--- src/design/dfr_pkg.sv ---
// ----------------------------------------------------------------------------
// dfr_pkg: shared types and constants of the length-prefixed packet deframer
// Holds the frame layout constants, the parser phase encoding and the result
// item structure that the parser hands to the output buffer.
// ----------------------------------------------------------------------------
`default_nettype none

package dfr_pkg;

   // Frame layout: 8 timestamp bytes, then 2 length bytes.
   localparam int unsigned TsBytes      = 8;
   localparam int unsigned HdrBytes     = 10;
   localparam int unsigned TosOffset    = 1;
   localparam int unsigned TotlenOffset = 2;

   localparam logic [5:0] ResetControlDscp = 6'd46;

   localparam int unsigned PosWidth = 16;
   localparam logic [PosWidth-1:0] HdrLastPos = PosWidth'(HdrBytes - 1);
   localparam logic [PosWidth-1:0] TsLenLoPos = PosWidth'(TsBytes);
   localparam logic [PosWidth-1:0] TosPos     = PosWidth'(TosOffset);
   localparam logic [PosWidth-1:0] TotHiPos   = PosWidth'(TotlenOffset);
   localparam logic [PosWidth-1:0] TotLoPos   = PosWidth'(TotlenOffset + 1);

   typedef enum logic [1:0] {
      PH_HEADER  = 2'b01,
      PH_PAYLOAD = 2'b10
   } phase_type;

   typedef struct packed {
      logic [63:0] arrival_time;
      logic [15:0] packet_size;
      logic [5:0]  dscp_value;
      logic        is_control;
      logic        short_frame;
   } result_type;

endpackage

`default_nettype wire

--- src/design/dfr_parser.sv ---
// ----------------------------------------------------------------------------
// dfr_parser: frame parser
// Walks the header and payload of each frame one byte per accepted item and
// presents the frame's result item on the byte that ends the frame.
// ----------------------------------------------------------------------------
`default_nettype none

module dfr_parser (
   input  wire logic                clock,
   input  wire logic                reset,
   input  wire logic                byte_en,
   input  wire logic [7:0]          data_byte,
   input  wire logic                csr_write_en,
   input  wire logic [5:0]          csr_write_data,
   output      logic                res_valid,
   output      dfr_pkg::result_type res
);

   dfr_pkg::phase_type                 phase_ff, phase_in;
   logic [dfr_pkg::PosWidth-1:0]       pos_ff, pos_in;
   logic [63:0]                        ts_ff, ts_in;
   logic [15:0]                        len_ff, len_in;
   logic [7:0]                         tos_ff, tos_in;
   logic [15:0]                        tot_ff, tot_in;
   logic [5:0]                         ctrl_ff;
   logic [dfr_pkg::PosWidth:0]         pos_next_wide;
   logic [5:0]                         dscp;

   assign pos_next_wide = {1'b0, pos_ff} + 1'b1;

   always_comb begin
      phase_in  = phase_ff;
      pos_in    = pos_ff;
      ts_in     = ts_ff;
      len_in    = len_ff;
      tos_in    = tos_ff;
      tot_in    = tot_ff;
      res_valid = 1'b0;
      res.arrival_time = ts_ff;
      res.packet_size  = '0;
      res.short_frame  = 1'b0;
      dscp             = '0;

      case (phase_ff)
         dfr_pkg::PH_PAYLOAD: begin
            if (pos_ff == dfr_pkg::TosPos) begin
               tos_in = data_byte;
            end else if (pos_ff == dfr_pkg::TotHiPos) begin
               tot_in = {data_byte, tot_ff[7:0]};
            end else if (pos_ff == dfr_pkg::TotLoPos) begin
               tot_in = {tot_ff[15:8], data_byte};
            end
            if (pos_next_wide >= {1'b0, len_ff}) begin
               // Last payload byte: report only the fields that arrived.
               phase_in  = dfr_pkg::PH_HEADER;
               pos_in    = '0;
               res_valid = 1'b1;
               if (len_ff > 16'(dfr_pkg::TosOffset)) begin
                  dscp = tos_in[7:2];
               end
               if (len_ff > 16'(dfr_pkg::TotlenOffset + 1)) begin
                  res.packet_size = tot_in;
               end
               res.short_frame = (len_ff < 16'd4);
            end else begin
               pos_in = pos_next_wide[dfr_pkg::PosWidth-1:0];
            end
         end
         default: begin
            // Header phase; unused codes are treated the same way.
            if (pos_ff < dfr_pkg::TsLenLoPos) begin
               for (int i = 0; i < int'(dfr_pkg::TsBytes); i++) begin
                  if (pos_ff[2:0] == 3'(i)) begin
                     ts_in[8*i +: 8] = data_byte;
                  end
               end
            end else if (pos_ff == dfr_pkg::TsLenLoPos) begin
               len_in = {len_ff[15:8], data_byte};
            end else begin
               len_in = {data_byte, len_ff[7:0]};
            end
            res.arrival_time = ts_in;
            if (pos_ff >= dfr_pkg::HdrLastPos) begin
               pos_in = '0;
               tos_in = '0;
               tot_in = '0;
               if (len_in == 16'd0) begin
                  // Empty payload closes the frame on its last header byte.
                  phase_in        = dfr_pkg::PH_HEADER;
                  res_valid       = 1'b1;
                  res.short_frame = 1'b1;
               end else begin
                  phase_in = dfr_pkg::PH_PAYLOAD;
               end
            end else begin
               pos_in = pos_next_wide[dfr_pkg::PosWidth-1:0];
            end
         end
      endcase

      res.dscp_value = dscp;
      res.is_control = (dscp == ctrl_ff);
      res_valid      = res_valid & byte_en;
   end

   always_ff @(posedge clock) begin
      if (reset) begin
         phase_ff <= dfr_pkg::PH_HEADER;
         pos_ff   <= '0;
         ctrl_ff  <= dfr_pkg::ResetControlDscp;
      end else begin
         if (byte_en) begin
            phase_ff <= phase_in;
            pos_ff   <= pos_in;
         end
         if (csr_write_en) begin
            ctrl_ff <= csr_write_data;
         end
      end
   end

   always_ff @(posedge clock) begin
      if (reset) begin
         tos_ff <= '0;
         tot_ff <= '0;
         len_ff <= '0;
      end else if (byte_en) begin
         tos_ff <= tos_in;
         tot_ff <= tot_in;
         len_ff <= len_in;
      end
   end

   always_ff @(posedge clock) begin
      if (byte_en) begin
         ts_ff <= ts_in;
      end
   end

endmodule

`default_nettype wire

--- src/design/dfr_out_buf.sv ---
// ----------------------------------------------------------------------------
// dfr_out_buf: result output register with skid stage
// Holds result items for the result channel so the input side keeps moving
// while a finished result waits to be taken.
// ----------------------------------------------------------------------------
`default_nettype none

module dfr_out_buf (
   input  wire logic                clock,
   input  wire logic                reset,
   input  wire logic                push,
   input  wire dfr_pkg::result_type push_data,
   output      logic                full,
   output      logic                rsp_valid,
   input  wire logic                rsp_stall,
   output      dfr_pkg::result_type rsp_data
);

   logic                main_valid_ff, main_valid_in;
   logic                skid_valid_ff, skid_valid_in;
   dfr_pkg::result_type main_ff, main_in;
   dfr_pkg::result_type skid_ff, skid_in;
   logic                pop;

   assign pop = main_valid_ff & ~rsp_stall;

   // The user must push only while the skid stage is empty; this buffer does not enforce it.
   always_comb begin
      main_valid_in = main_valid_ff;
      skid_valid_in = skid_valid_ff;
      main_in       = main_ff;
      skid_in       = skid_ff;
      if (pop || !main_valid_ff) begin
         if (skid_valid_ff) begin
            main_valid_in = 1'b1;
            main_in       = skid_ff;
            skid_valid_in = push;
            skid_in       = push_data;
         end else begin
            main_valid_in = push;
            main_in       = push_data;
         end
      end else if (push) begin
         skid_valid_in = 1'b1;
         skid_in       = push_data;
      end
   end

   always_ff @(posedge clock) begin
      if (reset) begin
         main_valid_ff <= 1'b0;
         skid_valid_ff <= 1'b0;
      end else begin
         main_valid_ff <= main_valid_in;
         skid_valid_ff <= skid_valid_in;
      end
   end

   always_ff @(posedge clock) begin
      main_ff <= main_in;
      skid_ff <= skid_in;
   end

   assign full      = skid_valid_ff;
   assign rsp_valid = main_valid_ff;
   assign rsp_data  = main_ff;

endmodule

`default_nettype wire

--- src/design/length_prefixed_packet_deframer.sv ---
// Each result is registered in the output register, or in the skid stage while that is busy.
// Throughput: one byte per cycle unless stalled; one result per frame of ten or more bytes.
// req_stall rises only when both the output register and its skid stage hold results.
// Reset is synchronous and active high: the parser returns to the start of a header,
// the control DSCP register returns to 46 and both result slots are emptied.
// ----------------------------------------------------------------------------
// length_prefixed_packet_deframer: framed byte stream to per-packet summary
// Each frame is an 8-byte little-endian timestamp, a 2-byte little-endian
// payload length and the IP packet bytes. One result item per frame carries
// the timestamp, IP total length, DSCP, control-class flag and short flag.
// ----------------------------------------------------------------------------
`default_nettype none

module length_prefixed_packet_deframer (
   input  wire logic        clock,
   input  wire logic        reset,
   // Byte stream input.
   input  wire logic        req_valid,
   output      logic        req_stall,
   input  wire logic [7:0]  req_data_byte,
   // Per-frame result output.
   output      logic        rsp_valid,
   input  wire logic        rsp_stall,
   output      logic [63:0] rsp_arrival_time,
   output      logic [15:0] rsp_packet_size,
   output      logic [5:0]  rsp_dscp_value,
   output      logic        rsp_is_control,
   output      logic        rsp_short_frame,
   // Control DSCP register write.
   input  wire logic        csr_write_en,
   input  wire logic [5:0]  csr_write_data
);

   logic                byte_en;
   logic                res_valid;
   logic                buf_full;
   dfr_pkg::result_type res;
   dfr_pkg::result_type rsp_data;

   // The input side stalls only when the skid stage is occupied, so a new
   // byte can always be parsed while a single result waits downstream.
   assign req_stall = buf_full;
   assign byte_en   = req_valid & ~buf_full;

   dfr_parser u_parser (
      .clock          (clock),
      .reset          (reset),
      .byte_en        (byte_en),
      .data_byte      (req_data_byte),
      .csr_write_en   (csr_write_en),
      .csr_write_data (csr_write_data),
      .res_valid      (res_valid),
      .res            (res)
   );

   // The parser's result is registered here; the skid stage absorbs a second
   // result if the consumer stalls across a whole frame.
   dfr_out_buf u_out_buf (
      .clock     (clock),
      .reset     (reset),
      .push      (res_valid),
      .push_data (res),
      .full      (buf_full),
      .rsp_valid (rsp_valid),
      .rsp_stall (rsp_stall),
      .rsp_data  (rsp_data)
   );

   assign rsp_arrival_time = rsp_data.arrival_time;
   assign rsp_packet_size  = rsp_data.packet_size;
   assign rsp_dscp_value   = rsp_data.dscp_value;
   assign rsp_is_control   = rsp_data.is_control;
   assign rsp_short_frame  = rsp_data.short_frame;

endmodule

`default_nettype wire

--- config.mk ---
export PLATFORM = sky130hd
export DESIGN_NAME = length_prefixed_packet_deframer
export DESIGN_NICKNAME = d
export VERILOG_FILES = /design/src/design/dfr_pkg.sv /design/src/design/dfr_parser.sv /design/src/design/dfr_out_buf.sv /design/src/design/length_prefixed_packet_deframer.sv
export SDC_FILE = /design/constraint.sdc
export NUM_CORES = 1
export LEC_CHECK = 0
export ABC_AREA = 1
export BUFFER_PORTS_ARGS = -buffer_cell sky130_fd_sc_hd__clkbuf_2
export CORE_MARGIN = 4
export CORE_UTILIZATION = 54
export CTS_CLUSTER_SIZE = 20
export DETAILED_ROUTE_END_ITERATION = 10
export PLACE_DENSITY = 0.85
export SYNTH_ARGS = -nofsm -noshare
export SYNTH_HDL_FRONTEND = slang
export SYNTH_SLANG_ARGS = --single-unit
export TNS_END_PERCENT = 1
--- constraint.sdc ---
create_clock -name clock -period 8.7 [get_ports clock]
set_input_delay 1.74 -clock clock [delete_from_list [all_inputs] [get_ports clock]]
set_output_delay 1.74 -clock clock [all_outputs]
set_load 0.005 [all_outputs]
==> results of run 1 <==
## Yosys cell counts (5+ instances only)
library cell  number
a21oi_1           81
nor4_1             5
mux2_2            16
clkbuf_1          41
ha_1              23
nand2_1          362
dfxtp_1           64
nand3_2            5
a31oi_1            7
nand2_2            5
nor2_1            51
nor3_1             7
nand4_1           13
edfxtp_1         240
buf_2              8
nand3_1           32
xor2_1             7
buf_1              5
inv_1            165
o21ai_0          139
o21ai_1           10
## worst max-delay path: stages
cell and delay, ps:
clkbuf_2 90, nand2_1 360, inv_2 190, nand2_1 130, inv_1 790, nand2_1 160, inv_1 90, nand2_1 120
a21oi_4 640, buf_12 450
## layer usage
metal	global-route usage (%)	routed length [µm]	up-vias
met5	0	0	-
met4	7.30	978	0
met3	4.02	2390	81
met2	34.9	14000	445
met1	27.0	11400	4498
li1	-	-	4595
## kinds of logic (layout without fill, tap and decap cells)
logic type | after synthesis | after routing
and+or+nand+nor | 494 | 494
DFF | 304 | 304
AOI/OAI and AO/OA | 246 | 246
buffers and inverters | 229 | 335
adders and majority gates | 23 | 23
muxes | 16 | 16
xor gates and xnor gates | 11 | 11
## power groups by stage
stage	combinational (mW)	clock, mW	sequential, mW
after floorplan	0.115	0	1.67
after global placement	0.178	0	1.67
after detailed placement	0.186	0	1.68
after CTS	0.189	1.32	1.64
after global routing	0.214	1.39	1.65
final	0.189	1.30	1.64
## per-stage QoR
stage,power [mW],util (%),instances
after floorplan,1.79,-,1323
after global placement,1.85,58.0,1701
after detailed placement,1.86,58.0,1701
after CTS,3.15,62.1,1753
after global routing,3.25,62.1,1753
final,3.13,62.1,1753
## flip-flops by register name, summed over array words and instances (netlist names)
register and flops:
u_parser.tos_ff 6, u_parser.tot_ff 16, u_out_buf.rsp_valid 1, u_out_buf.skid_ff 88, u_parser.ts_ff 64, u_out_buf.full 1, u_out_buf.rsp_data 88, u_parser.ctrl_ff 6
u_parser.phase_ff 2, u_parser.len_ff 16, u_parser.pos_ff 16
## area by class of cell
cell class / count / share of cell area (%)
multi-input combinational: 790 / 26.1
clock buffer: 30 / 4.85
sequential: 304 / 56.4
timing repair buffer: 114 / 3.97
inverter: 169 / 4.21
tap: 324 / 2.69
clock inverter: 22 / 1.77
## final timing paths
path	start	end	slack [ps]	depth (start not counted)
worst max-delay path	req_valid	u_out_buf.skid_ff[67]$_DFFE_PP_	4100	10
worst min-delay path	u_parser.ctrl_ff[1]$_SDFFE_PP1P_	u_parser.ctrl_ff[1]$_SDFFE_PP1P_	480	2
worst max register to register	u_parser.pos_ff[0]$_SDFFE_PP0P_	u_out_buf.skid_ff[67]$_DFFE_PP_	4220	18
worst min register to register	u_parser.ctrl_ff[1]$_SDFFE_PP1P_	u_parser.ctrl_ff[1]$_SDFFE_PP1P_	480	2
## layout by cell type (no fill, tap or decap), types with 6 or more instances in the layout
cell       instances
o21ai_1           10
o21ai_0          139
clkbuf_16         29
xor2_1             7
ha_1              23
bufinv_16          6
a21oi_1           80
nand2_1          361
nor2_1            51
nand4_1           13
clkbuf_2         108
nor3_1             7
mux2_2            16
a31oi_1            7
clkinv_1           7
nand3_1           32
dfxtp_1           63
inv_1            165
edfxtp_1         240
==> reports/results.ini, run 1 <==
[flow_run]
drv_cap=0

[logic_synthesis]
muxShareOfSynthArea_pct=1.35
synth_top_family_by_area=simple AND/OR/NAND/NOR gates
synth_cell_types=41
synth.yosys.warnings=0
synth_seq_cells=304
synthAdderAreaFrac_pct=2.16
netlist_area_um2=13300
syn_inst=1323
async_reset_ff_share_pct=0
synth-simple-area-share_pct=15.6
synth_top_area_share_pct=54.2
yosys.area_share.xor_xnor_pct=0.724
syn-num-nets=1365
synth-edff-count=240
synthTopCellsByArea=edfxtp_1 54%, nand2_1 10%, dfxtp_1 9.6%
avgSynthCellArea_um2=10.1
synth.yosys.seq_area_share_pct=63.8
ys.flop_type=edfxtp_1
synth_compound_area_share_pct=9.53
synth_top_area_cell=edfxtp_1

[clock_network]
cts_hold_buffers=0
clkTransAtPathRegs_ps=60
cts.sinks=304
ctsResizeCount=0
post-cts-setup-buffer-count=0
cts_made_buffers=29
root_buffer=clkbuf_16
clockBufferDepth=3
cts_tree=done
clock_latency_ps=540
cts.htree.levels=1

[global_routing]
grt_pass1_wl_um=45200
grt_antenna_before_repair=0
grt_max_degree=89
grt-ovfl-total=0
grt_usage_pct=20.7
grt_pass1_vias=8983

[place]
io_buffers=108
dp_hpwl_um=18200
place.gp.congestion=0.897
postPlaceCellArea_um2=14100
place_ws_ps=3560

[layout]
design_area_um2=15100
multiInputGateArea_um2=3930
insertedDiodeCount=0
drive_above_1_share_pct=14.3
final_nets=1450
fillers=1800
synthToLayoutAreaGrowth_pct=13.1
regArea_um2=8490

[run_status]
outcome=complete, no violations

[critical_path]
cp_data_arrival_time_ps=4790
crit_required_ps=8890
crit_path_start_kind=input pin
crit_path_max_fanout=70
criticalPathCategory=in2reg
crit_path_end_kind=flip-flop

[die]
coreArea_um2=24200
die_area_um2=27200
chipHeight_um=165
initial_core_util_pct=54.9
io_pins=109
rows=57
die_w_um=165

[pwr]
switching_share_pct=21.3
p_per_area_nw_per_um2=208
clkPwrFrac_pct=41.5
seq_power_share_pct=52.5
p_leak_nw=6.48
power.net_switching_mw=0.666
internal_power_mw=2.47
ir_drop_mv=0.146
comb_power_share_pct=6.0

[detailed_routing]
drt-wirelength-per-cell_um=16.4
ant_nets=0
totalWireLength_um=28800
drc=0
drtIter0Drc=977
first_pass_iters=5
via_count=9619
viasPerCell=5.49

[sta]
finalCritPeriodShare_pct=52.9
hold_viol=0
fin_setup_tns_ps=0
skew_ps=12.1
maxSlewViolCount=0
max-slew-margin-rel_pct=12.6
setup_viol=0
rsz0062_at_grt=no
clock.fmax_mhz=217
hold_slack_ps=476
finalWorstSetupSlack_ps=4100
worst_pin_slew_ps=1300
min_period_ps=4600

[worst_hold_path]
min_path_type=reg2reg

Power figures use the tool's default switching activity.
==> run 2: changes to the inputs <==
CORE_UTILIZATION = 60   (was 54)
PLACE_DENSITY = 0.89   (was 0.85)
clock period = 4.55 ns   (was 8.7 ns; I/O delays follow)
==> run 2 against run 1 <==
Critical path depth increased by 8; worst hold slack improved by 6.1 ps; clock power increased by 81%; total power increased by 87%; clock skew about the same; largest power group unchanged.
==> reports/results.ini, run 2 (synthesis results as in run 1) <==
[sta]
hold_slack_ps=482  ; +6.06 ps
finalWorstSetupSlack_ps=488  ; -3610 ps
maxSlewViolCount=0  ; unchanged
finalCritPeriodShare_pct=89.3
setup_viol=0  ; unchanged
hold_viol=0  ; unchanged
skew_ps=12.2  ; +0.0755 ps
rsz0062_at_grt=no
fin_setup_tns_ps=0  ; unchanged
worst_pin_slew_ps=1110  ; -189 ps
min_period_ps=4060
clock.fmax_mhz=246
max-slew-margin-rel_pct=25.9  ; +13 points

[layout]
multiInputGateArea_um2=3930  ; unchanged
drive_above_1_share_pct=14.4  ; +0.14 points
fillers=1432  ; -20%
final_nets=1455  ; +0.34%
stdcell_count=1716  ; -2.1%
final_cell_mix=361 x nand2_1, 240 x edfxtp_1, 165 x inv_1, 139 x o21ai_0, 108 x clkbuf_2
regArea_um2=8490  ; unchanged
synthToLayoutAreaGrowth_pct=12.6
design_area_um2=15000  ; -0.43%
layout_commonest_cell=nand2_1
insertedDiodeCount=0  ; unchanged
utilization_pct=68.7  ; +6.6 points

[critical_path]
critPathSlowestCell=dfxtp_1
crit_required_ps=4760  ; -4130 ps
reg2reg_to=u_out_buf.skid_ff[80]$_DFFE_PP_
crit_path_end_kind=flip-flop
cp_data_arrival_time_ps=4280  ; -510 ps
crit_path_start_kind=flip-flop
crit_path_max_fanout=48  ; -31%
crit_family=simple AND/OR/NAND/NOR gates
criticalPathCategory=reg2reg
worst_path_most_repeated_cell=nand2_1
r2r-start=u_parser.pos_ff[2]$_SDFFE_PP0P_
cpPeakStageDelay_ps=580  ; -210 ps
critical_path_buf_inv_count=2  ; -3
r2r_slack_ps=490  ; -3730 ps
reg2regPathDepth=18  ; unchanged
crit_chain=nand2_2, nor4_2, nand4_1, nor2_1, nand3_1, xnor2_1, ha_1, nand2_1, nor2_1, nand2_1, nor2_1, a21oi_1, nand4_1, nand2_1, inv_1, nand2_1, a21oi_4, buf_12

[clock_network]
root_buffer=clkbuf_16
clock_latency_ps=540  ; about the same
post-cts-setup-buffer-count=0  ; unchanged
cts_made_buffers=29  ; unchanged
ctsResizeCount=0  ; unchanged
cts_tree=done
cts.sinks=304  ; unchanged
cts.htree.levels=1  ; unchanged
clockBufferDepth=3  ; unchanged
clkTransAtPathRegs_ps=60  ; about the same
cts_hold_buffers=0  ; unchanged

[global_routing]
grt_antenna_before_repair=0  ; unchanged
busiest_layer=met2
grt_max_degree=87  ; -2.2%
grt_pass1_vias=9584  ; +6.7%
grt.met2_usage_pct=42.3  ; +7.4 points
grt_pass1_wl_um=49800  ; +10%
grt_usage_pct=25.3  ; +4.5 points
grt-ovfl-total=0  ; unchanged
use_met1_pct=33.6  ; +6.6 points
use_met3_pct=4.21  ; +0.19 points

[die]
rows=54  ; -5.3%
die_w_um=157  ; -4.9%
die_area_um2=24600  ; -9.5%
io_pins=109  ; unchanged
chipHeight_um=157  ; -4.9%
coreArea_um2=21800  ; -10%
initial_core_util_pct=61.0  ; +6.1 points

[detailed_routing]
totalWireLength_um=31300  ; +8.6%
ant_nets=0  ; unchanged
drt-wirelength-per-cell_um=18.2  ; +11%
first_pass_iters=6  ; +1
via_count=9930  ; +3.2%
viasPerCell=5.79  ; +5.5%
drc=0  ; unchanged
drtIter0Drc=1243  ; +27%

[flow_run]
drv_cap=0  ; unchanged

[pwr]
power_mw=5.87  ; +87%
ir_drop_mv=0.232  ; +59%
p_leak_nw=6.48  ; about the same
p_per_area_nw_per_um2=392  ; +88%

[worst_hold_path]
hold_end=u_parser.tos_ff[6]$_SDFFE_PP0P_
min_path_cells=2  ; unchanged
min_path_type=reg2reg
hold_start=u_parser.tos_ff[6]$_SDFFE_PP0P_

[run_status]
outcome=complete, no violations

[place]
dp_hpwl_um=19800  ; +8.6%
place_ws_ps=597  ; -2970 ps
io_buffers=108  ; unchanged
postPlaceCellArea_um2=14100  ; about the same
dp_cells=1662  ; -2.3%
place.gp.congestion=0.900  ; +0.37%

## run 2: changes by cell type in the layout (fill, tap and decap cells not counted), sizes merged
cell,change
bufinv,-5
clkinv,-8
clkinvlp,-2
buf,+5
clkbuf,+17
## run 2: worst reg2reg max path, cell delays in order (launching register included)
cell	delay, ps
dfxtp_1	580
nand2_2	150
nor4_2	320
nand4_1	210
nor2_1	230
nand3_1	120
xnor2_1	160
ha_1	290
nand2_1	50
nor2_1	150
nand2_1	70
nor2_1	90
a21oi_1	120
nand4_1	150
nand2_1	80
inv_1	70
nand2_1	110
a21oi_4	420
buf_12	330
## run 2: area by class of cell
class,count,share of cell area (%)
Sequential cell,304,56.6
Tap cell,280,2.34
Timing Repair Buffer,119,4.32
Multi-Input combinational cell,790,26.2
Clock inverter,7,0.484
Clock buffer,47,5.76
Inverter,169,4.23
## run 2: how the worst max path moves through the flow
stage	start	endpoint	slack, ps	cells past startpoint
2_1_floorplan	u_parser.pos_ff[0]$_SDFFE_PP0P_	u_out_buf.skid_ff[0]$_DFFE_PP_	110	17
3_3_place_gp	u_parser.pos_ff[2]$_SDFFE_PP0P_	u_out_buf.skid_ff[31]$_DFFE_PP_	710	18
3_5_place_dp	u_parser.pos_ff[0]$_SDFFE_PP0P_	u_out_buf.skid_ff[31]$_DFFE_PP_	600	18
4_1_cts	u_parser.pos_ff[0]$_SDFFE_PP0P_	u_out_buf.skid_ff[67]$_DFFE_PP_	570	18
5_1_grt	u_parser.pos_ff[2]$_SDFFE_PP0P_	u_out_buf.skid_ff[26]$_DFFE_PP_	170	18
6_report	u_parser.pos_ff[2]$_SDFFE_PP0P_	u_out_buf.skid_ff[80]$_DFFE_PP_	490	18
## run 2: power by group
group          internal (mW)  total (mW)  switching, mW
registers               3.11        3.15         0.0359
logic                  0.112       0.375          0.263
clock network           1.35        2.35          0.998
## run 2: per-layer routing
metal  part of all wire (%)  routed length (µm)
met2                     48               15100
met4                    3.6                1120
met3                     10                3130
met1                     38               11900
met5                      0                   0
